--- src/spid_pkg.sv ---
// Types and constants shared by the servo position controller modules.
package spid_pkg;

    typedef enum logic [2:0] {
        REQ_SAMPLE      = 3'd0,
        REQ_MANUAL_STOP = 3'd1,
        REQ_PID_MODE    = 3'd2,
        REQ_FORWARD     = 3'd3,
        REQ_REVERSE     = 3'd4,
        REQ_OFFSET_UP   = 3'd5,
        REQ_OFFSET_DOWN = 3'd6,
        REQ_CTRL_RESET  = 3'd7
    } t_req;

    typedef enum logic [2:0] {
        REG_TARGET         = 3'd0,
        REG_STOP_TOLERANCE = 3'd1,
        REG_GAIN_P         = 3'd2,
        REG_GAIN_I         = 3'd3,
        REG_GAIN_D         = 3'd4,
        REG_INTEGRAL_LIMIT = 3'd5,
        REG_MAX_OFFSET     = 3'd6,
        REG_MIN_MOVING     = 3'd7
    } t_reg_idx;

    typedef enum logic {
        ALU_MUL = 1'b0,
        ALU_DIV = 1'b1
    } t_alu_op;

    typedef struct packed {
        logic    start;
        t_alu_op op;
    } t_alu_req;

    typedef struct packed {
        logic signed [30:0] target_counts;
        logic [11:0]        stop_tolerance;
        logic signed [15:0] gain_p;
        logic signed [15:0] gain_i;
        logic signed [15:0] gain_d;
        logic [30:0]        integral_limit;
        logic [9:0]         max_offset_us;
        logic [9:0]         min_moving_us;
    } t_cfg;

    localparam int MUL_STEPS   = 32;
    localparam int DIV_STEPS   = 64;
    localparam int SCALE_DEN   = 256000;
    localparam int P_SCALE     = 1000;
    localparam int D_SCALE     = 1000000;
    localparam int OFFSET_STEP = 10;

    localparam logic [63:0] ALU_CAP = 64'h0000_0400_0000_0000;
    localparam logic [63:0] ALU_BIG = 64'h0000_0100_0000_0000;

endpackage

--- src/spid_cfg_regs.sv ---
// Configuration register file with its APB-style access port.
module spid_cfg_regs (
    input  logic           i_clk,
    input  logic           i_rst_n,
    input  logic           psel,
    input  logic           penable,
    input  logic           pwrite,
    input  logic [4:0]     paddr,
    input  logic [31:0]    pwdata,
    output logic [31:0]    prdata,
    output logic           pready,
    output spid_pkg::t_cfg o_cfg
);
    import spid_pkg::*;

    t_cfg     r_cfg;
    t_reg_idx w_idx;
    logic     w_wr;

    assign pready = 1'b1;
    assign w_idx  = t_reg_idx'(paddr[4:2]);
    assign w_wr   = psel & penable & pwrite & pready;
    assign o_cfg  = r_cfg;

    always_ff @(posedge i_clk) begin
        if (!i_rst_n) begin
            r_cfg.target_counts  <= 31'sd1024;
            r_cfg.stop_tolerance <= 12'd1;
            r_cfg.gain_p         <= '0;
            r_cfg.gain_i         <= '0;
            r_cfg.gain_d         <= '0;
            r_cfg.integral_limit <= '0;
            r_cfg.max_offset_us  <= '0;
            r_cfg.min_moving_us  <= '0;
        end else if (w_wr) begin
            case (w_idx)
                REG_TARGET:         r_cfg.target_counts  <= $signed(pwdata[30:0]);
                REG_STOP_TOLERANCE: r_cfg.stop_tolerance <= pwdata[11:0];
                REG_GAIN_P:         r_cfg.gain_p         <= $signed(pwdata[15:0]);
                REG_GAIN_I:         r_cfg.gain_i         <= $signed(pwdata[15:0]);
                REG_GAIN_D:         r_cfg.gain_d         <= $signed(pwdata[15:0]);
                REG_INTEGRAL_LIMIT: r_cfg.integral_limit <= pwdata[30:0];
                REG_MAX_OFFSET:     r_cfg.max_offset_us  <= pwdata[9:0];
                REG_MIN_MOVING:     r_cfg.min_moving_us  <= pwdata[9:0];
                default: ;
            endcase
        end
    end

    always_comb begin
        case (w_idx)
            REG_TARGET:         prdata = {r_cfg.target_counts[30], r_cfg.target_counts};
            REG_STOP_TOLERANCE: prdata = {20'd0, r_cfg.stop_tolerance};
            REG_GAIN_P:         prdata = {{16{r_cfg.gain_p[15]}}, r_cfg.gain_p};
            REG_GAIN_I:         prdata = {{16{r_cfg.gain_i[15]}}, r_cfg.gain_i};
            REG_GAIN_D:         prdata = {{16{r_cfg.gain_d[15]}}, r_cfg.gain_d};
            REG_INTEGRAL_LIMIT: prdata = {1'b0, r_cfg.integral_limit};
            REG_MAX_OFFSET:     prdata = {22'd0, r_cfg.max_offset_us};
            REG_MIN_MOVING:     prdata = {22'd0, r_cfg.min_moving_us};
            default:            prdata = '0;
        endcase
    end

endmodule

--- src/spid_serial_alu.sv ---
// Bit-serial unsigned shift-add multiplier and restoring divider.
module spid_serial_alu (
    input  logic               i_clk,
    input  logic               i_rst_n,
    input  spid_pkg::t_alu_req i_req,
    input  logic [63:0]        i_a,
    input  logic [31:0]        i_b,
    output logic               o_done,
    output logic [63:0]        o_result
);
    import spid_pkg::*;

    logic [63:0] r_a;
    logic [31:0] r_b;
    logic [63:0] r_acc;
    logic [31:0] r_rem;
    logic [6:0]  r_cnt;
    logic        r_busy;
    logic        r_done;
    t_alu_op     r_op;

    logic [32:0] w_rem_sh;
    logic [32:0] w_rem_sub;
    logic        w_ge;

    assign w_rem_sh  = {r_rem, r_a[63]};
    assign w_ge      = (w_rem_sh >= {1'b0, r_b});
    assign w_rem_sub = w_rem_sh - {1'b0, r_b};
    assign o_done    = r_done;
    assign o_result  = r_acc;

    always_ff @(posedge i_clk) begin
        if (!i_rst_n) begin
            r_busy <= 1'b0;
            r_done <= 1'b0;
            r_cnt  <= '0;
        end else begin
            r_done <= !i_req.start && r_busy && (r_cnt == 7'd0);
            if (i_req.start) begin
                r_busy <= 1'b1;
                r_cnt  <= (i_req.op == ALU_MUL) ? 7'(MUL_STEPS - 1) : 7'(DIV_STEPS - 1);
            end else if (r_busy) begin
                r_cnt <= r_cnt - 7'd1;
                if (r_cnt == 7'd0) begin
                    r_busy <= 1'b0;
                end
            end
        end
    end

    always_ff @(posedge i_clk) begin
        if (i_req.start) begin
            r_a   <= i_a;
            r_b   <= i_b;
            r_acc <= '0;
            r_rem <= '0;
            r_op  <= i_req.op;
        end else if (r_busy) begin
            r_a <= {r_a[62:0], 1'b0};
            if (r_op == ALU_MUL) begin
                if (r_b[0]) begin
                    r_acc <= r_acc + r_a;
                end
                r_b <= {1'b0, r_b[31:1]};
            end else begin
                r_rem <= w_ge ? w_rem_sub[31:0] : w_rem_sh[31:0];
                r_acc <= {r_acc[62:0], w_ge};
            end
        end
    end

endmodule

--- src/servo_position_pid_with_manual_mode_top.sv ---
// Servo position controller top level: sequencer, controller state and stream ports.
// Commands and samples that run no PID step go from S_EVAL to S_OUT, which offers the
// result once the output is free. A sample that runs a PID step uses the bit-serial unit
// for up to six products and two quotients. One item at a time: the next transfer in is
// taken only back in S_IDLE, which follows S_OUT once the result has been offered.
// Reset is synchronous and active low; it restores all control and controller state at once.
module servo_position_pid_with_manual_mode_top #(
    parameter int STOP_PULSE_US       = 1500,
    parameter int MANUAL_OFFSET_RESET = 100,
    parameter int DEFAULT_DT_MS       = 20
) (
    input  logic        i_clk,
    input  logic        i_rst_n,
    input  logic        s_tvalid,
    output logic        s_tready,
    input  logic [63:0] s_tdata,   // position_counts[30:0], magnet_ok[31], now_ms[63:32]
    input  logic [2:0]  s_tuser,   // req_type[2:0]
    output logic        m_tvalid,
    input  logic        m_tready,
    output logic [63:0] m_tdata,   // pulse_width[11:0], pid_offset_us[22:12], error_counts[54:23],
                                   // stopped[55], pid_active[56], zeros[63:57]
    input  logic        psel,
    input  logic        penable,
    input  logic        pwrite,
    input  logic [4:0]  paddr,
    input  logic [31:0] pwdata,
    output logic [31:0] prdata,
    output logic        pready
);
    import spid_pkg::*;

    typedef enum logic [13:0] {
        S_IDLE      = 14'h0001,
        S_EVAL      = 14'h0002,
        S_INT_MUL   = 14'h0004,
        S_INT_CLAMP = 14'h0008,
        S_P_MUL1    = 14'h0010,
        S_P_MUL2    = 14'h0020,
        S_I_MUL     = 14'h0040,
        S_D_MUL1    = 14'h0080,
        S_D_MUL2    = 14'h0100,
        S_D_DIV     = 14'h0200,
        S_LIMIT     = 14'h0400,
        S_PUSH      = 14'h0800,
        S_Q_DIV     = 14'h1000,
        S_OUT       = 14'h2000
    } t_state;

    t_state r_state, n_state;

    t_cfg        w_cfg;
    t_alu_req    w_alu_req;
    logic [63:0] w_alu_a;
    logic [31:0] w_alu_b;
    logic        w_alu_done;
    logic [63:0] w_alu_res;

    t_req               r_req;
    logic signed [30:0] r_pos;
    logic               r_mag;
    logic [31:0]        r_now;
    logic signed [31:0] r_err;
    logic [31:0]        r_dt;
    logic signed [42:0] r_isum;
    logic signed [63:0] r_nsum;
    logic signed [63:0] r_n;
    logic               r_n_neg;

    logic               r_pid_mode;
    logic [11:0]        r_pulse;
    logic [9:0]         r_manual_off;
    logic               r_stopped;
    logic               r_have_prev;
    logic signed [31:0] r_prev_err;
    logic signed [31:0] r_integral;
    logic [31:0]        r_prev_time;
    logic signed [10:0] r_last_off;
    logic               r_out_valid;
    logic [63:0]        r_out_data;

    logic signed [31:0] w_err;
    logic [31:0]        w_aerr;
    logic               w_stop;
    logic               w_move;
    logic [31:0]        w_dt;
    logic               w_clear;
    logic [31:0]        w_err_mag;
    logic [31:0]        w_int_mag;
    logic [15:0]        w_gp_mag;
    logic [15:0]        w_gi_mag;
    logic [15:0]        w_gd_mag;
    logic signed [32:0] w_diff;
    logic [32:0]        w_diff_mag;
    logic               w_sign_p;
    logic               w_sign_i;
    logic               w_sign_d;
    logic [40:0]        w_step_mag;
    logic signed [42:0] w_step;
    logic signed [42:0] w_isum_next;
    logic signed [42:0] w_int_lim;
    logic signed [42:0] w_int_lim_neg;
    logic signed [31:0] w_int_clamped;
    logic signed [63:0] w_res_pos;
    logic signed [63:0] w_res_neg;
    logic signed [63:0] w_big_term;
    logic [27:0]        w_lim_mag;
    logic [27:0]        w_mn_mag;
    logic signed [63:0] w_lim;
    logic signed [63:0] w_mn;
    logic signed [63:0] w_push;
    logic [63:0]        w_push_mag;
    logic [10:0]        w_q;
    logic signed [10:0] w_off;
    logic [10:0]        w_up_sum;
    logic [10:0]        w_dn_diff;
    logic [9:0]         w_off_up;
    logic [9:0]         w_off_down;
    logic               w_out_free;

    spid_cfg_regs u_cfg (
        .i_clk   (i_clk),
        .i_rst_n (i_rst_n),
        .psel    (psel),
        .penable (penable),
        .pwrite  (pwrite),
        .paddr   (paddr),
        .pwdata  (pwdata),
        .prdata  (prdata),
        .pready  (pready),
        .o_cfg   (w_cfg)
    );

    spid_serial_alu u_alu (
        .i_clk    (i_clk),
        .i_rst_n  (i_rst_n),
        .i_req    (w_alu_req),
        .i_a      (w_alu_a),
        .i_b      (w_alu_b),
        .o_done   (w_alu_done),
        .o_result (w_alu_res)
    );

    assign s_tready   = (r_state == S_IDLE);
    assign m_tvalid   = r_out_valid;
    assign m_tdata    = r_out_data;
    assign w_out_free = !r_out_valid || m_tready;

    assign w_err  = $signed({w_cfg.target_counts[30], w_cfg.target_counts})
                  - $signed({r_pos[30], r_pos});
    assign w_aerr = w_err[31] ? 32'(-w_err) : 32'(w_err);
    assign w_stop = !r_mag || (w_aerr <= {20'd0, w_cfg.stop_tolerance});
    assign w_move = (r_req == REQ_SAMPLE) && r_pid_mode && !w_stop;
    assign w_dt   = ((r_prev_time != 32'd0) && (r_now > r_prev_time))
                  ? (r_now - r_prev_time) : 32'(DEFAULT_DT_MS);

    assign w_err_mag = r_err[31] ? 32'(-r_err) : 32'(r_err);
    assign w_int_mag = r_integral[31] ? 32'(-r_integral) : 32'(r_integral);
    assign w_gp_mag  = w_cfg.gain_p[15] ? 16'(-w_cfg.gain_p) : 16'(w_cfg.gain_p);
    assign w_gi_mag  = w_cfg.gain_i[15] ? 16'(-w_cfg.gain_i) : 16'(w_cfg.gain_i);
    assign w_gd_mag  = w_cfg.gain_d[15] ? 16'(-w_cfg.gain_d) : 16'(w_cfg.gain_d);

    assign w_diff     = $signed({r_err[31], r_err}) - $signed({r_prev_err[31], r_prev_err});
    assign w_diff_mag = w_diff[32] ? 33'(-w_diff) : 33'(w_diff);
    assign w_sign_p   = w_cfg.gain_p[15] ^ r_err[31];
    assign w_sign_i   = w_cfg.gain_i[15] ^ r_integral[31];
    assign w_sign_d   = w_cfg.gain_d[15] ^ w_diff[32];

    assign w_step_mag    = (w_alu_res > ALU_BIG) ? ALU_BIG[40:0] : w_alu_res[40:0];
    assign w_step        = r_err[31] ? -$signed({2'b00, w_step_mag}) : $signed({2'b00, w_step_mag});
    assign w_isum_next   = $signed({{11{r_integral[31]}}, r_integral}) + w_step;
    assign w_int_lim     = $signed({12'd0, w_cfg.integral_limit});
    assign w_int_lim_neg = -w_int_lim;
    assign w_int_clamped = (r_isum > w_int_lim) ? w_int_lim[31:0]
                         : (r_isum < w_int_lim_neg) ? w_int_lim_neg[31:0] : r_isum[31:0];

    assign w_res_pos  = $signed(w_alu_res);
    assign w_res_neg  = -$signed(w_alu_res);
    assign w_big_term = w_sign_d ? -$signed(ALU_BIG) : $signed(ALU_BIG);

    assign w_lim_mag  = 28'(w_cfg.max_offset_us) * 28'(SCALE_DEN);
    assign w_mn_mag   = 28'(w_cfg.min_moving_us) * 28'(SCALE_DEN);
    assign w_lim      = $signed({36'd0, w_lim_mag});
    assign w_mn       = $signed({36'd0, w_mn_mag});
    assign w_push     = ((r_n > 64'sd0) && (r_n < w_mn)) ? w_mn
                      : ((r_n < 64'sd0) && (r_n > -w_mn)) ? -w_mn : r_n;
    assign w_push_mag = w_push[63] ? 64'(-w_push) : 64'(w_push);

    assign w_q   = w_alu_res[10:0];
    assign w_off = r_n_neg ? $signed(-w_q) : $signed(w_q);

    assign w_up_sum   = {1'b0, r_manual_off} + 11'(OFFSET_STEP);
    assign w_dn_diff  = {1'b0, r_manual_off} - 11'(OFFSET_STEP);
    assign w_off_up   = (w_up_sum > {1'b0, w_cfg.max_offset_us})
                      ? w_cfg.max_offset_us : w_up_sum[9:0];
    assign w_off_down = w_dn_diff[10] ? 10'd0
                      : ((w_dn_diff[9:0] > w_cfg.max_offset_us)
                         ? w_cfg.max_offset_us : w_dn_diff[9:0]);

    always_comb begin
        w_clear = 1'b0;
        if (r_state == S_EVAL) begin
            case (r_req)
                REQ_SAMPLE:      w_clear = !r_pid_mode || w_stop;
                REQ_MANUAL_STOP: w_clear = r_pid_mode;
                REQ_FORWARD:     w_clear = r_pid_mode;
                REQ_REVERSE:     w_clear = r_pid_mode;
                REQ_PID_MODE:    w_clear = !r_pid_mode;
                REQ_CTRL_RESET:  w_clear = 1'b1;
                default:         w_clear = 1'b0;
            endcase
        end
    end

    always_comb begin
        n_state         = r_state;
        w_alu_req.start = 1'b0;
        w_alu_req.op    = ALU_MUL;
        w_alu_a         = '0;
        w_alu_b         = '0;
        case (r_state)
            S_IDLE: begin
                if (s_tvalid) begin
                    n_state = S_EVAL;
                end
            end
            S_EVAL: begin
                if (w_move) begin
                    w_alu_req.start = 1'b1;
                    w_alu_a         = {32'd0, w_aerr};
                    w_alu_b         = w_dt;
                    n_state         = S_INT_MUL;
                end else begin
                    n_state = S_OUT;
                end
            end
            S_INT_MUL: begin
                if (w_alu_done) begin
                    n_state = S_INT_CLAMP;
                end
            end
            S_INT_CLAMP: begin
                w_alu_req.start = 1'b1;
                w_alu_a         = {32'd0, w_err_mag};
                w_alu_b         = {16'd0, w_gp_mag};
                n_state         = S_P_MUL1;
            end
            S_P_MUL1: begin
                if (w_alu_done) begin
                    w_alu_req.start = 1'b1;
                    w_alu_a         = w_alu_res;
                    w_alu_b         = 32'(P_SCALE);
                    n_state         = S_P_MUL2;
                end
            end
            S_P_MUL2: begin
                if (w_alu_done) begin
                    w_alu_req.start = 1'b1;
                    w_alu_a         = {32'd0, w_int_mag};
                    w_alu_b         = {16'd0, w_gi_mag};
                    n_state         = S_I_MUL;
                end
            end
            S_I_MUL: begin
                if (w_alu_done) begin
                    if (r_have_prev) begin
                        w_alu_req.start = 1'b1;
                        w_alu_a         = {31'd0, w_diff_mag};
                        w_alu_b         = {16'd0, w_gd_mag};
                        n_state         = S_D_MUL1;
                    end else begin
                        n_state = S_LIMIT;
                    end
                end
            end
            S_D_MUL1: begin
                if (w_alu_done) begin
                    if (w_alu_res > ALU_CAP) begin
                        n_state = S_LIMIT;
                    end else begin
                        w_alu_req.start = 1'b1;
                        w_alu_a         = w_alu_res;
                        w_alu_b         = 32'(D_SCALE);
                        n_state         = S_D_MUL2;
                    end
                end
            end
            S_D_MUL2: begin
                if (w_alu_done) begin
                    w_alu_req.start = 1'b1;
                    w_alu_req.op    = ALU_DIV;
                    w_alu_a         = w_alu_res;
                    w_alu_b         = r_dt;
                    n_state         = S_D_DIV;
                end
            end
            S_D_DIV: begin
                if (w_alu_done) begin
                    n_state = S_LIMIT;
                end
            end
            S_LIMIT: begin
                n_state = S_PUSH;
            end
            S_PUSH: begin
                w_alu_req.start = 1'b1;
                w_alu_req.op    = ALU_DIV;
                w_alu_a         = w_push_mag;
                w_alu_b         = 32'(SCALE_DEN);
                n_state         = S_Q_DIV;
            end
            S_Q_DIV: begin
                if (w_alu_done) begin
                    n_state = S_OUT;
                end
            end
            S_OUT: begin
                if (w_out_free) begin
                    n_state = S_IDLE;
                end
            end
            default: begin
                n_state = S_IDLE;
            end
        endcase
    end

    always_ff @(posedge i_clk) begin
        if (!i_rst_n) begin
            r_state      <= S_IDLE;
            r_pid_mode   <= 1'b0;
            r_pulse      <= 12'(STOP_PULSE_US);
            r_manual_off <= 10'(MANUAL_OFFSET_RESET);
            r_stopped    <= 1'b1;
            r_out_valid  <= 1'b0;
        end else begin
            r_state <= n_state;
            if ((r_state == S_OUT) && w_out_free) begin
                r_out_valid <= 1'b1;
            end else if (m_tvalid && m_tready) begin
                r_out_valid <= 1'b0;
            end
            case (r_state)
                S_EVAL: begin
                    case (r_req)
                        REQ_SAMPLE: begin
                            if (!r_pid_mode) begin
                                r_stopped <= (r_pulse == 12'(STOP_PULSE_US));
                            end else if (w_stop) begin
                                r_stopped <= 1'b1;
                                r_pulse   <= 12'(STOP_PULSE_US);
                            end else begin
                                r_stopped <= 1'b0;
                            end
                        end
                        REQ_MANUAL_STOP: begin
                            r_pid_mode <= 1'b0;
                            r_pulse    <= 12'(STOP_PULSE_US);
                            r_stopped  <= 1'b1;
                        end
                        REQ_PID_MODE: begin
                            r_pid_mode <= 1'b1;
                        end
                        REQ_FORWARD: begin
                            r_pid_mode <= 1'b0;
                            r_pulse    <= 12'(STOP_PULSE_US) + {2'b00, r_manual_off};
                            r_stopped  <= 1'b0;
                        end
                        REQ_REVERSE: begin
                            r_pid_mode <= 1'b0;
                            r_pulse    <= 12'(STOP_PULSE_US) - {2'b00, r_manual_off};
                            r_stopped  <= 1'b0;
                        end
                        REQ_OFFSET_UP: begin
                            r_manual_off <= w_off_up;
                        end
                        REQ_OFFSET_DOWN: begin
                            r_manual_off <= w_off_down;
                        end
                        default: ;
                    endcase
                end
                S_Q_DIV: begin
                    if (w_alu_done) begin
                        r_pulse <= 12'(STOP_PULSE_US) + {w_off[10], w_off};
                    end
                end
                default: ;
            endcase
        end
    end

    always_ff @(posedge i_clk) begin
        if (!i_rst_n) begin
            r_have_prev <= 1'b0;
            r_prev_err  <= '0;
            r_integral  <= '0;
            r_prev_time <= '0;
            r_last_off  <= '0;
        end else if (w_clear) begin
            r_have_prev <= 1'b0;
            r_prev_err  <= '0;
            r_integral  <= '0;
            r_prev_time <= '0;
            r_last_off  <= '0;
        end else begin
            if ((r_state == S_EVAL) && w_move) begin
                r_prev_time <= r_now;
            end
            if (r_state == S_INT_CLAMP) begin
                r_integral <= w_int_clamped;
            end
            if ((r_state == S_Q_DIV) && w_alu_done) begin
                r_last_off  <= w_off;
                r_have_prev <= 1'b1;
                r_prev_err  <= r_err;
            end
        end
    end

    always_ff @(posedge i_clk) begin
        if (s_tvalid && s_tready) begin
            r_req <= t_req'(s_tuser);
            r_pos <= $signed(s_tdata[30:0]);
            r_mag <= s_tdata[31];
            r_now <= s_tdata[63:32];
        end
        case (r_state)
            S_EVAL: begin
                r_err <= (r_req == REQ_SAMPLE) ? w_err : 32'sd0;
                r_dt  <= w_dt;
            end
            S_INT_MUL: begin
                if (w_alu_done) begin
                    r_isum <= w_isum_next;
                end
            end
            S_P_MUL2: begin
                if (w_alu_done) begin
                    r_nsum <= w_sign_p ? w_res_neg : w_res_pos;
                end
            end
            S_I_MUL: begin
                if (w_alu_done) begin
                    r_nsum <= r_nsum + (w_sign_i ? w_res_neg : w_res_pos);
                end
            end
            S_D_MUL1: begin
                if (w_alu_done && (w_alu_res > ALU_CAP)) begin
                    r_nsum <= r_nsum + w_big_term;
                end
            end
            S_D_DIV: begin
                if (w_alu_done) begin
                    r_nsum <= r_nsum + (w_sign_d ? w_res_neg : w_res_pos);
                end
            end
            S_LIMIT: begin
                r_n <= (r_nsum > w_lim) ? w_lim : ((r_nsum < -w_lim) ? -w_lim : r_nsum);
            end
            S_PUSH: begin
                r_n_neg <= w_push[63];
            end
            S_OUT: begin
                if (w_out_free) begin
                    r_out_data <= {7'd0, r_pid_mode, r_stopped, r_err, r_last_off, r_pulse};
                end
            end
            default: ;
        endcase
    end

endmodule

--- config.mk ---
export PLATFORM = sky130hd
export DESIGN_NAME = servo_position_pid_with_manual_mode_top
export DESIGN_NICKNAME = d
export VERILOG_FILES = /design/src/spid_pkg.sv /design/src/spid_cfg_regs.sv /design/src/spid_serial_alu.sv /design/src/servo_position_pid_with_manual_mode_top.sv
export SDC_FILE = /design/constraint.sdc
export NUM_CORES = 2
export LEC_CHECK = 0
export BUFFER_PORTS_ARGS = -buffer_cell sky130_fd_sc_hd__buf_2
export CORE_UTILIZATION = 55
export DETAILED_ROUTE_END_ITERATION = 7
export PLACE_DENSITY = 0.82
export SETUP_SLACK_MARGIN = 0.1
export SLEW_MARGIN = 40
export SYNTH_ARGS = -nofsm -noshare
export SYNTH_HDL_FRONTEND = slang
export SYNTH_HIERARCHICAL = 1
export SYNTH_SLANG_ARGS = --single-unit
--- constraint.sdc ---
create_clock -name i_clk -period 16.3 [get_ports i_clk]
set_input_delay 3.26 -clock i_clk [delete_from_list [all_inputs] [get_ports i_clk]]
set_output_delay 3.26 -clock i_clk [all_outputs]
set_load 0.03 [all_outputs]
---- After elaboration in Yosys (flattened, before gate mapping) ----
Cells that the tools add are included.
cells by class
  reduce and logical (&&, ||, !) cells .... 58
  add/sub/neg operators ................... 29
  multiplexer cells ....................... 99
  eq/ne operators ......................... 44
  shift operators ......................... 0
  bitwise gates (word level) .............. 6
  divide/modulo/power cells ............... 0
  multipliers ............................. 2
  order comparisons ....................... 15
operators with widths
  operator                                              count
  2-to-1 mux 64 bit                                     19
  case mux 32 bit (8 select lines)                      2
  2-to-1 mux 32 bit                                     14
  case mux 64 bit (7 select lines)                      1
  adder 64 bit                                          4
  case mux 64 bit (4 select lines)                      1
  case mux 14 bit (14 select lines)                     1
  2-to-1 mux 14 bit                                     11
  negator 28 -> 64 bit                                  2
  negator 64 bit                                        2
  2-to-1 mux 33 bit                                     3
  2-to-1 mux 16 bit                                     6
  negator 32 bit                                        3
  > comparator 64 x 1 -> 1 bit, second input constant   1
  > comparator 64 x 29 -> 1 bit                         1
  > comparator 64 x 41 -> 1 bit, second input constant  1
  > comparator 64 x 43 -> 1 bit, second input constant  1
  > comparator 64 bit                                   1
  < comparator 64 x 1 -> 1 bit, second input constant   1
  < comparator 64 x 29 -> 1 bit                         1
  < comparator 64 bit                                   1
  subtractor 32 bit                                     2
  negator 16 bit                                        3
  case mux 12 bit (4 select lines)                      1
  77 further kinds                                      170
word-level totals
  bits in read-only memories .............. 0
  memories ................................ 0
  input port bits ......................... 111
  word-level logic and storage cells ...... 292
  register bits after elaboration ......... 851
  memory bits (writable) .................. 0
  bits in latches ......................... 0

---- Longest topological paths before layout ----
  depth after elaboration ................. 12
  mapped depth ............................ 41
  gate-level depth less buffers ........... 36

---- Hierarchy ----
The synthesis kept the hierarchy.
modules (own cells, without submodules)
  module                                   cells an instance  seq. area each (sq um)  area each (sq um)  times used
  servo_position_pid_with_manual_mode_top  6628               13753.2                 53845.4            1
  spid_serial_alu                          1681               5014.8                  14358.8            1
  spid_cfg_regs                            817                2842.7                  6637.6             1

---- Worst setup path before layout ----
Ideal clock, no wire load.
  path type ............................... register to register
  start point ............................. register u_cfg.r_cfg, in the netlist u_cfg/o_cfg[1]
  end point ............................... register u_alu.r_a[62] (data pin)
  arrival time ............................ 9.594 ns
  slack ................................... 6.447 ns
  buffers on the path ..................... 4
  cell stages (with the launch flop) ...... 35
  required time ........................... 16.040 ns
  setup time .............................. 0.260 ns
  cell sequence ........................... dfxtp_1 -> inv_1 -> fa_1 -> fa_1 -> fa_1 -> fa_1 -> inv_1 -> ha_1 -> and2_1 -> a31o_2 -> or3_1 -> a311o_1 -> xnor2_2 -> and4b_1 -> clkbuf_1 -> and3_1 -> clkbuf_1 -> ha_1 -> and4_1 -> a221oi_1 -> a21boi_0 -> or4_1 -> and3_1 -> buf_2 -> buf_1 -> nand2_1 -> ha_1 -> o221ai_1 -> or3_1 -> nor4_2 -> nor4bb_1 -> a31oi_1 -> xnor2_1 -> o21ai_0 -> mux2_2
on the way
  longest elaborated chain between the ends .. 10
ends and longest elaborated chain
  what                                RTL line                                        RTL
  start, declared                     spid_cfg_regs.sv:16                             t_cfg r_cfg;
  multiplier 10 x 7 -> 17 bit *       servo_position_pid_with_manual_mode_top.sv:181  assign w_mn_mag = 28'(w_cfg.min_moving_us) * 28'(SCALE_DEN);
  negator 28 -> 64 bit                servo_position_pid_with_manual_mode_top.sv:185  : ((r_n < 64'sd0) && (r_n > -w_mn)) ? -w_mn : r_n;
  > comparator 64 bit                 servo_position_pid_with_manual_mode_top.sv:185
  logical AND 1 bit                   servo_position_pid_with_manual_mode_top.sv:185
  2-to-1 mux 64 bit                   servo_position_pid_with_manual_mode_top.sv:185
  2-to-1 mux 64 bit *                 servo_position_pid_with_manual_mode_top.sv:184  assign w_push = ((r_n > 64'sd0) && (r_n < w_mn)) ? w_mn
  negator 64 bit                      servo_position_pid_with_manual_mode_top.sv:186  assign w_push_mag = w_push[63] ? 64'(-w_push) : 64'(w_push);
  2-to-1 mux 64 bit *                 servo_position_pid_with_manual_mode_top.sv:186
  case mux 64 bit (7 select lines) *  servo_position_pid_with_manual_mode_top.sv:220  case (r_state)
  named net w_alu_a[62]               servo_position_pid_with_manual_mode_top.sv:53   logic [63:0] w_alu_a;
  2-to-1 mux 64 bit *                 spid_serial_alu.sv:52                           if (i_req.start) begin
  end signal, assigned                spid_serial_alu.sv:53                           r_a <= i_a;
  end signal, assigned                spid_serial_alu.sv:59                           r_a <= {r_a[62:0], 1'b0};
  end, declared                       spid_serial_alu.sv:13                           logic [63:0] r_a;
Mark *: on every way through the listed nets, which the timed path passes. The rest lies on a longest branch.
A chain may end at the register's enable or synchronous reset.

---- Final worst setup path ----
  start point ............................. register u_cfg.r_cfg, in the netlist u_cfg/o_cfg[3]
  end point ............................... register u_alu.r_a[54] (data pin)
Same word-level chain as after synthesis.

==> parameters.txt <==
Parameter                              Value

Detailed routing
  Routed vias ... 72729
  Mean routed wirelength per cell ... 25.38 um
  Detail Route Antenna Nets ... 0
  Routed Wire Length ... 277000 um
  Detailed-router iteration count before antenna repair ... 8
  Number of DRC violations after detailed routing ... 7
  Via count normalized by instance count ... 6.664
  Count of routing violations after the opening detailed-route iteration ... 9236

Floorplan
  DIE HEIGHT ... 370.9 um
  Core Region ... 0.1343 mm^2
  Number of standard-cell rows in the floorplan ... 134
  Initial core utilization ... 55.73%
  Die Span X ... 370.9 um
  Total die area ... 0.1376 mm^2
  Boundary Pins ... 210

Synthesis
  Synth Register Bits ... 851
  Share of synthesized area occupied by flip-flops and latches ... 28.88%
  Main synth FF type ... sky130_fd_sc_hd__edfxtp_1
  Post-Syn Area per Cell ... 8.201 um^2
  Count of mapped cells out of synthesis ... 9126
  Total number of yosys warnings ... 6
  Unique masters post-synth ... 118
  Post-synthesis instance area ... 0.07484 mm^2
  Number of synthesized flops with an enable pin ... 457
  Cell type contributing the most total cell area after synthesis ... sky130_fd_sc_hd__edfxtp_1
  Area share of the largest cell type after synthesis ... 18.34%
  Cell types with the largest area share after synthesis ... sky130_fd_sc_hd__edfxtp_1 (18%), sky130_fd_sc_hd__ha_1 (11%), sky130_fd_sc_hd__dfxtp_1 (11%), sky130_fd_sc_hd__nand2_1 (5.2%), sky130_fd_sc_hd__a21oi_1 (4.6%)
  Async set-reset flop share out of synthesis ... 0%

Clock network
  Clk buf depth ... 3
  Clock-pin slew on the worst setup and hold paths ... 0.07 ns
  Setup Buffers After CTS ... 0
  Number of gates resized after CTS ... 0
  H-tree lvl count ... 3
  Number of clock sinks ... 851
  Clk_lat worst skew ... 0.79 ns
  Number of buffers created by CTS ... 97
  CTS tree ... built
  CTS root buf ... sky130_fd_sc_hd__clkbuf_16
  Total of hold buffers inserted after clock tree synthesis ... 0

GRT
  Via count of the first global-routing pass ... 67674
  Global-route wire length before repair ... 410500 um
  Global routing met2 resource utilization ... 59.66%
  Total Routing Usage GR ... 39.12%
  Largest net degree at the start of global routing ... 121
  Global-route track usage on met3 ... 8.421%
  Busiest layer in global routing ... met2
  GRT overflow ... 0
  Number of antenna violations at the first check in global routing ... 12
  Global routing met1 resource utilization ... 50.11%

STA
  Number of pins exceeding their max-slew limit in the final report ... 0
  Final setup violation count ... 0
  Setup repair after global routing missed its margin ... no
  Time the worst path needs with I/O delays and setup ... 12.48 ns
  Aggregate negative setup slack ... 0 ns
  Final-layout worst hold slack ... 0.4297 ns
  Highest clock rate ... 80.11 MHz
  Hold violation total from the final report ... 0
  Slack of the critical path ... 3.818 ns
  Transition at the pin with the smallest max-transition slack ... 0.9730 ns
  Normalized max-slew margin ... 35.04%
  Clock Skews ... 0.07859 ns
  Part of the cycle the worst path needs ... 76.58%

Setup path
  Largest fanout of any net on the critical path ... 51
  Cell with the largest stage delay on the worst path ... sky130_fd_sc_hd__and4b_1
  Largest incremental delay on the critical path ... 0.76 ns
  Data arrival at the endpoint of the critical path ... 12.97 ns
  CP Data Required Time ... 16.79 ns
  Most common cell type on the critical path ... sky130_fd_sc_hd__fa_1
  Setup crit end kind ... register
  Kind of critical path ... register to register
  Worst setup SP type ... register

Power and ir drop
  Cell leakage power ... 32.88 nW
  Power Dens Cells ... 78.18 mW/mm^2
  Largest vdd supply drop ... 0.09271 mV

Job
  Number of violations of the max-capacitance limit ... 0

Placement
  Count of buffers inserted at the top-level ports ... 198
  Area of placed instances ... 0.07737 mm^2
  Weighted congestion at the end of routability-driven global placement ... 1.062
  Pre-CTS setup slack ... 4.128 ns
  HPWL after DPL ... 212100 um

Finish
  Total area of sequential cells ... 0.02162 mm^2
  Highest-count cells in the layout ignoring fill and taps ... sky130_fd_sc_hd__nand2_1 (1034), sky130_fd_sc_hd__nor2_1 (793), sky130_fd_sc_hd__a21oi_1 (689)
  Area used by multi-input combinational logic ... 0.04971 mm^2
  Share of post-route cells with drive strength above 1 ... 8.555%
  Fill cell total of the finished layout ... 11677
  Cell area after layout ... 0.08099 mm^2
  Number of nets in the layout ... 9879
  Layout Area Growth over Synthesis ... 8.219%
  Most common cell after layout, fill and taps aside ... sky130_fd_sc_hd__nand2_1

Outcome
  Failing checks ... design-rule violations
  Result of the run ... complete, but fails checks

Hold path
  Hold/Removal Path Class ... register to register
[sequential cells by signal, indices dropped and copies added, names as in the netlist, 3 cells and up]
name            cells
m_tdata            57
r_dt               32
r_err              32
r_integral         32
r_isum             43
r_last_off         11
r_manual_off       10
r_n                64
r_now              32
r_nsum             64
r_pos              31
r_prev_err         32
r_prev_time        32
r_pulse            12
r_req               3
r_state            14
u_alu/o_result     64
u_alu/r_a          64
u_alu/r_b          32
u_alu/r_cnt         7
u_alu/r_rem        32
u_cfg/o_cfg       142
[cell families (layout without fill, tap and decap cells)]
| group | count (synthesis) | in the layout | synth area share, % |
|---|---|---|---|
| muxes | 218 | 218 | 3.131 |
| DFF | 851 | 851 | 28.88 |
| xor gates and xnor gates | 634 | 634 | 7.429 |
| AOI/OAI and AO/OA | 2692 | 2692 | 23.43 |
| adders and majority gates | 711 | 711 | 12.56 |
| other | 2 | 13 | 0.01003 |
| and+or+nand+nor | 3040 | 3040 | 19.38 |
| buffers and inverters | 978 | 987 | 5.186 |
[path summary, 6_finish.rpt]
| check | start | endpoint | slack (ns) | cells past startpoint |
|---|---|---|---|---|
| worst max-delay path | u_cfg/o_cfg[3] | u_alu/r_a[54] | 3.82 | 30 |
| worst min-delay path | r_last_off[1] | m_tdata[13] | 0.43 | 0 |
| worst max register to register | u_cfg/o_cfg[3] | u_alu/r_a[54] | 3.82 | 30 |
| worst min register to register | r_last_off[1] | m_tdata[13] | 0.43 | 0 |
[stage by stage]
step / util (%) / total power [W] / std cells
floorplan: - / 0.003446 / 9132
global placement: 57.48 / 0.003855 / 10720
detailed placement: 57.61 / 0.003889 / 10725
CTS: 60.24 / 0.006288 / 10908
global route: 60.30 / 0.006536 / 10909
finish: 60.31 / 0.006332 / 10914
[Yosys cell counts, types with 55 or more instances]
cell / count
sky130_fd_sc_hd__a211oi_1: 129
sky130_fd_sc_hd__a21boi_0: 86
sky130_fd_sc_hd__a21boi_1: 58
sky130_fd_sc_hd__a21o_1: 234
sky130_fd_sc_hd__a21oi_1: 692
sky130_fd_sc_hd__a31oi_1: 94
sky130_fd_sc_hd__and2_1: 76
sky130_fd_sc_hd__and3_1: 64
sky130_fd_sc_hd__buf_2: 65
sky130_fd_sc_hd__clkbuf_1: 396
sky130_fd_sc_hd__dfxtp_1: 394
sky130_fd_sc_hd__edfxtp_1: 457
sky130_fd_sc_hd__fa_1: 67
sky130_fd_sc_hd__ha_1: 644
sky130_fd_sc_hd__inv_1: 456
sky130_fd_sc_hd__mux2_2: 91
sky130_fd_sc_hd__mux2i_1: 122
sky130_fd_sc_hd__nand2_1: 1036
sky130_fd_sc_hd__nand2b_1: 88
sky130_fd_sc_hd__nand3_1: 150
sky130_fd_sc_hd__nand4_1: 118
sky130_fd_sc_hd__nor2_1: 801
sky130_fd_sc_hd__nor2b_1: 92
sky130_fd_sc_hd__nor3_1: 175
sky130_fd_sc_hd__nor4_1: 96
sky130_fd_sc_hd__o211ai_1: 55
sky130_fd_sc_hd__o21a_1: 106
sky130_fd_sc_hd__o21ai_0: 593
sky130_fd_sc_hd__o22ai_1: 68
sky130_fd_sc_hd__o31ai_1: 59
sky130_fd_sc_hd__or3_1: 93
sky130_fd_sc_hd__xnor2_1: 373
sky130_fd_sc_hd__xor2_1: 260
[routing by layer]
metal,up-vias,wire (um),share of wire [%]
met5,-,75,0.027
met4,10,21120,7.6
met3,928,31040,11
met2,4347,117900,43
met1,34366,106800,39
li1,33078,-,-
[worst max-delay path, delay by kind of cell, from the launching register on]
kind | cells | cell delay, ns
and+or+nand+nor | 8 | 3.86
buffers and inverters | 3 | 0.77
DFF | 1 | 0.70
xor gates and xnor gates | 2 | 0.74
AOI/OAI and AO/OA | 10 | 3.07
adders and majority gates | 6 | 2.74
muxes | 1 | 0.28
[layout make-up]
cell class | instances | area share, %
Clock buffer | 118 | 3.275
Inverter | 459 | 2.127
Multi-Input combinational cell | 7303 | 61.37
Tap cell | 1768 | 2.731
Clock inverter | 65 | 1.088
Sequential cell | 851 | 26.70
Antenna cell | 5 | 0.01545
Timing Repair Buffer | 345 | 2.690
[report_power, final]
| group | internal [W] | switching (W) |
|---|---|---|
| Clock | 0.00139 | 0.00103 |
| Sequential | 0.00230 | 0.0000571 |
| Combinational | 0.000552 | 0.00100 |
Power figures use the tool's default switching activity.
